$ cat config.mk
export PLATFORM = sky130hd
export DESIGN_NAME = lid_fix
export DESIGN_NICKNAME = d
export VERILOG_FILES = /design/src/rtl/lid_pkg.sv /design/src/rtl/lid_fix.sv
export SDC_FILE = /design/constraint.sdc
export NUM_CORES = 1
export LEC_CHECK = 0
export BUFFER_PORTS_ARGS = -buffer_cell sky130_fd_sc_hd__buf_2
export CAP_MARGIN = 20
export CORE_MARGIN = 3
export CORE_UTILIZATION = 61
export DETAILED_ROUTE_END_ITERATION = 16
export PLACE_DENSITY = 0.88
export SETUP_SLACK_MARGIN = 0.2
export SKIP_LAST_GASP = 1
export SYNTH_ARGS = -nofsm -noshare
export SYNTH_HDL_FRONTEND = slang
export SYNTH_SLANG_ARGS = --single-unit
$ cat constraint.sdc
create_clock -name clk -period 1.6 [get_ports clk]
set_clock_uncertainty 0.15 [all_clocks]
set_input_delay 0.48 -clock clk [delete_from_list [all_inputs] [get_ports clk]]
set_output_delay 0.48 -clock clk [all_outputs]
set_load 0.02 [all_outputs]
$ cat src/rtl/lid_pkg.sv
// Shared types and width helpers for the line intersection point block.
`timescale 1ns / 1ps

package lid_pkg;

	// width of the cross_x and cross_y result fields
	localparam int OUT_W = 32;

	// control bits that travel with each item through the divider row
	typedef struct packed {
		logic valid;
		logic den_zero;
		logic ovf_x;
		logic ovf_y;
		logic neg_x;
		logic neg_y;
	} lid_ctl_t;

	// quotient bits kept per lane: any larger offset saturates the output anyway
	function automatic int q_width(input int cw, input int fb);
		int m;
		m = (cw - 1 + fb > OUT_W - 1) ? cw - 1 + fb : OUT_W - 1;
		return m + 1;
	endfunction

endpackage

$ cat src/rtl/lid_fix.sv
// Final stage: sign the quotient, add the scaled start point, saturate; a zero denominator gives a zero point.
`timescale 1ns / 1ps

module lid_fix #(
	parameter int COORD_WIDTH = 16,
	parameter int FRAC_BITS   = 16,
	localparam int QW = lid_pkg::q_width(COORD_WIDTH, FRAC_BITS)
) (
	input  logic                             clk,
	input  logic                             arst_n,
	input  logic                             adv,
	input  lid_pkg::lid_ctl_t                ctl,
	input  logic signed [COORD_WIDTH-1:0]    base_x,
	input  logic signed [COORD_WIDTH-1:0]    base_y,
	input  logic        [QW-1:0]             q_x,
	input  logic        [QW-1:0]             q_y,
	output logic                             res_valid,
	output logic signed [lid_pkg::OUT_W-1:0] res_x,
	output logic signed [lid_pkg::OUT_W-1:0] res_y,
	output logic                             res_flag
);
	import lid_pkg::*;

	localparam int BW = COORD_WIDTH + FRAC_BITS;
	localparam int SW = ((BW > QW + 1) ? BW : QW + 1) + 2;
	localparam logic signed [SW-1:0] MAXV = SW'(2 ** (OUT_W - 1) - 1);
	localparam logic signed [SW-1:0] MINV = ~MAXV;
	localparam logic signed [OUT_W-1:0] OMAX = OUT_W'(MAXV);
	localparam logic signed [OUT_W-1:0] OMIN = OUT_W'(MINV);

	function automatic logic signed [SW-1:0] lane_sum(
		input logic signed [COORD_WIDTH-1:0] base,
		input logic        [QW-1:0]          q,
		input logic                          ovf,
		input logic                          neg
	);
		logic        [QW:0]   m;
		logic signed [SW-1:0] b;
		m = ovf ? {1'b1, {QW{1'b0}}} : {1'b0, q};
		b = SW'(base) <<< FRAC_BITS;
		return neg ? b - SW'(m) : b + SW'(m);
	endfunction

	logic                    valid_q, flag_q;
	logic signed [OUT_W-1:0] x_q, y_q;
	logic signed [SW-1:0]    sx, sy;
	logic                    hx, lx, hy, ly;
	logic signed [OUT_W-1:0] cx, cy;

	assign sx = lane_sum(base_x, q_x, ctl.ovf_x, ctl.neg_x);
	assign sy = lane_sum(base_y, q_y, ctl.ovf_y, ctl.neg_y);
	assign hx = sx > MAXV;
	assign lx = sx < MINV;
	assign hy = sy > MAXV;
	assign ly = sy < MINV;

	always_comb begin
		if (ctl.den_zero) begin
			cx = '0;
			cy = '0;
		end else begin
			cx = hx ? OMAX : (lx ? OMIN : sx[OUT_W-1:0]);
			cy = hy ? OMAX : (ly ? OMIN : sy[OUT_W-1:0]);
		end
	end

	always_ff @(posedge clk or negedge arst_n) begin
		if (!arst_n) begin
			valid_q <= 1'b0;
		end else if (adv) begin
			valid_q <= ctl.valid;
		end
	end

	always_ff @(posedge clk) begin
		if (adv) begin
			x_q    <= cx;
			y_q    <= cy;
			flag_q <= ctl.den_zero | hx | lx | hy | ly;
		end
	end

	assign res_valid = valid_q;
	assign res_x     = x_q;
	assign res_y     = y_q;
	assign res_flag  = flag_q;

endmodule
==> run metrics, run 1 <==
outcome stopped before the end; Exit stage clock tree synthesis (4_1_cts); tool error [ERROR DPL-0038] Utilization greater than 100%, impossible to legalize; syn_nets 1,178; root buffer cell clkbuf_16; Async SR Flop Fraction 1.515%; Most used DFF post-synth edfxtp_1; Yosys reg bits 66; post_cts resized 353; row cnt 40; Synth area leaders edfxtp_1, ha_1, a21oi_1; die span in y 119.8 um; sequential share of the synthesized area 25.04%; synth cell count leaders nand2_1, a21oi_1, ha_1, inv_1, nor2_1; postcts setup bufs 52; Netlist Area Pre-Place 0.007896 mm2; width of the die 119.8 um; starting density of the core 64.14%; Longest Clk Path Bufs 2; synth warn 0; Post-Synthesis Cells 990; top-count cell post-synth nand2_1; leading area contributor after synthesis edfxtp_1; H-Tree Depth 3; Final GP Congestion 0.9870; CTS buffer count 9; Placed Instance Area 0.01129 mm2; Syn Area/Cell 7.976 um2; CTS sink cnt 66; Post-synth EDFFs 65; post-synth top area share 24.72%; Detailed Place HPWL 26.78 mm; CTS Hold Buffers Added 1; PortBufs 170; Ports 171; Netlist cell types 79
## stage by stage
step	setup slack [ns]	cells	TNS, ns
floorplan	-2.195	990	-136.26
global placement	-2.408	1574	-146.78
detailed placement	-2.926	1574	-164.26
## logic make-up after synthesis
family                   count (synthesis)  synth area share [%]
XOR/XNOR                                57                 6.417
buffers and inverters                  137                 7.019
adder cells (fa/ha/maj)                 83                 13.34
AND/OR/NAND/NOR                        303                 18.32
flip-flops                              66                 25.04
multiplexers                             9                 1.188
AO/OA/AOI/OAI                          335                 28.68
==> run 2, diff against run 1 <==
--- a/config.mk
+++ b/config.mk
@@ -8,10 +8,9 @@
 export BUFFER_PORTS_ARGS = -buffer_cell sky130_fd_sc_hd__buf_2
 export CAP_MARGIN = 20
 export CORE_MARGIN = 3
-export CORE_UTILIZATION = 61
+export CORE_UTILIZATION = 40
 export DETAILED_ROUTE_END_ITERATION = 16
-export PLACE_DENSITY = 0.88
-export SETUP_SLACK_MARGIN = 0.2
+export PLACE_DENSITY_LB_ADDON = 0.15
 export SKIP_LAST_GASP = 1
 export SYNTH_ARGS = -nofsm -noshare
 export SYNTH_HDL_FRONTEND = slang
==> run metrics, run 2 <==
post-synth top area share 24.72%; Detailed Place HPWL 21.91 mm; worst hold stages 2; Synth area leaders edfxtp_1, ha_1, a21oi_1; Async SR Flop Fraction 1.515%; RSZ-0062 raised after global routing true; Post-synth EDFFs 65; CTS buffer count 9; worst-skew pair later-pin latency 0.33 ns; core area 0.01902 mm2; Via Count 9,537; crit path capture type flop; synth warn 0; TritonCTS clock tree built; die span in y 146.5 um; maximum vdd drop 0.5926 mV; Vias/cell 5.532; Antenna diodes 0; Arr. time, crit path 3.40 ns; area growth from synthesis to layout 71.05%; Worst Path Max Fanout 5; row cnt 50; CTS sink cnt 66; Netlist cell types 79; Post-Synthesis Cells 990; Hold Path Origin ctl[5]; synth cell count leaders nand2_1, a21oi_1, ha_1, inv_1, nor2_1; Syn Area/Cell 7.976 um2; Slowest-stage cell, CP or4_4; share of the core filled with cells 71.02%; sequential share of the synthesized area 25.04%; outcome complete, but fails checks; Initial DRC Count 768; number of global-route vias before repair 9,269; RR Startpoint res_valid; worst hold path type input port to flop; most frequent cells in the layout buf_4, buf_2, nand2_1; Die ar. 0.02146 mm2; Worst Max-Slew Pin Slew 0.4654 ns; Hold Path End res_valid; largest net degree at the start of global routing 33; Remaining Overflow, GRT 0; GRT Total Usage 26.76%; Crit Reg-Reg Endpoint res_valid; crit-path cells buf_12, inv_12, nand2_4, inv_2, ha_4, fa_2, nor2b_4, o21ai_4, a31oi_4, or4_4, a21oi_4, nor3_4, xnor2_2, buf_4, a32oi_4, buf_6, buf_16, o32ai_2; width of the die 146.5 um; Final GP Congestion 0.9000; leading area contributor after synthesis edfxtp_1; H-Tree Depth 3; drt total wl 30.14 mm; # setup viols final 66; Longest Clk Path Bufs 2; Detailed Routing Iterations Pass 1 5; Critical Path Max Stage Delay 0.47 ns; first-pass GRT wire length 47.36 mm; Most used DFF post-synth edfxtp_1; Final Critical Period 3.484 ns; Req. time, crit path 1.51 ns; DRC Markers 0; Worst Reg-to-Reg Cells 1; Yosys reg bits 66; Placed Instance Area 0.01143 mm2; Netlist Area Pre-Place 0.007896 mm2; failing checks setup timing; Ports 171; Slew HR 68.57%; Final period util 217.7%; share of post-route cells with drive strength above 1 51.37%; commonest non-fill, non-tap cell in the layout buf_4; max_cap viols 0; top-count cell post-synth nand2_1; PortBufs 170; power density over the cells 693.8 mW/mm2; fin. max-slew vios 0; starting density of the core 41.52%; Post-Place Setup Slack -2.592 ns; Critical Setup Path Class input port to flop; fin worst setup slack -1.884 ns; root buffer cell clkbuf_16; reg2reg setup slack 0.72 ns; Power Total 9.371 mW; Final Cell Area 0.01351 mm2; Hold Fails Final Rpt 0; startpoint type of the worst setup path input port; syn_nets 1,178; fmax 287.1 MHz; Routed Antenna Nets 0; Clock transition at path regs 0.06 ns; post-DR wirelength/cell 17.48 um; LEAKAGE 6.008 nW; antenna violations before repair 0; Final nets 1,647
run 2: worst max path at each step:
stage / from / endpoint / slack, ns / cells after the start
finish: ctl[3] / res_x[9] / -1.88 / 18
global route: ctl[2] / res_y[15] / -2.00 / 18
CTS: ctl[2] / res_y[13] / -1.80 / 18
detailed placement: ctl[2] / res_y[6] / -2.59 / 16
global placement: ctl[2] / res_y[17] / -2.37 / 18
floorplan: ctl[2] / res_y[15] / -2.19 / 17
run 2: logic make-up (layout without fill, tap and decap cells):
group | Yosys count | count (layout) | synth area share (%)
compound gates | 335 | 335 | 28.68
simple gates | 303 | 303 | 18.32
buf+inv | 137 | 611 | 7.019
fa+ha+maj | 83 | 83 | 13.34
flops | 66 | 66 | 25.04
xor+xnor | 57 | 57 | 6.417
mux | 9 | 9 | 1.188
run 2: metal layers:
layer  global-route usage [%]  vias up  wire length, um
met2                    43.30      390            14040
li1                         -     4562                -
met1                    37.98     4543            13520
met4                    5.927        0              455
met5                        0        -                0
met3                    3.911       42             2116
run 2: repair_timing:
item                                    CTS  global route
endpoints found under the setup margin   66            66
hold endpoints to repair                  1             0
gates cloned                             10             1
setup buffers                            25             9
hold buffers                              1             0
pin swaps                                47            32
resized for setup                       176            92
run 2: area by class of cell:
cell class                 count  area (um2)
timing repair buffer         514        3834
fill                        1491        5512
clock inverter                 6       33.78
inverter                      80       341.6
sequential                    66        1977
clock buffer                  10       229.0
multi-input combinational    787        6750
tap                          260       325.3
timing repair inverter         1       16.27
run 2: critical path: cells and delay by family:
kind	cells	cell delay, ns
AOI/OAI and AO/OA	5	0.83
and+or+nand+nor	4	0.74
buffers and inverters	6	0.71
adders and majority gates	2	0.49
xor gates and xnor gates	1	0.16
run 2: report_power, final:
group	total (mW)	internal [mW]	switching, mW
clock	1.81	1.03	0.771
combinational	5.28	2.53	2.75
sequential	2.28	2.21	0.0724
total	9.37	5.78	3.59
run 2: metrics by stage:
step	hold slack, ns	setup TNS [ns]	std cells
3_3_place_gp	0.1084	-144.11	1666
4_1_cts	0.2281	-110.72	1717
6_report	0.2310	-117.68	1724
2_1_floorplan	0.03441	-136.26	990
5_1_grt	0.2318	-124.37	1724
3_5_place_dp	0.1088	-151.30	1666
No activity file was read; power rests on OpenSTA's default activity.
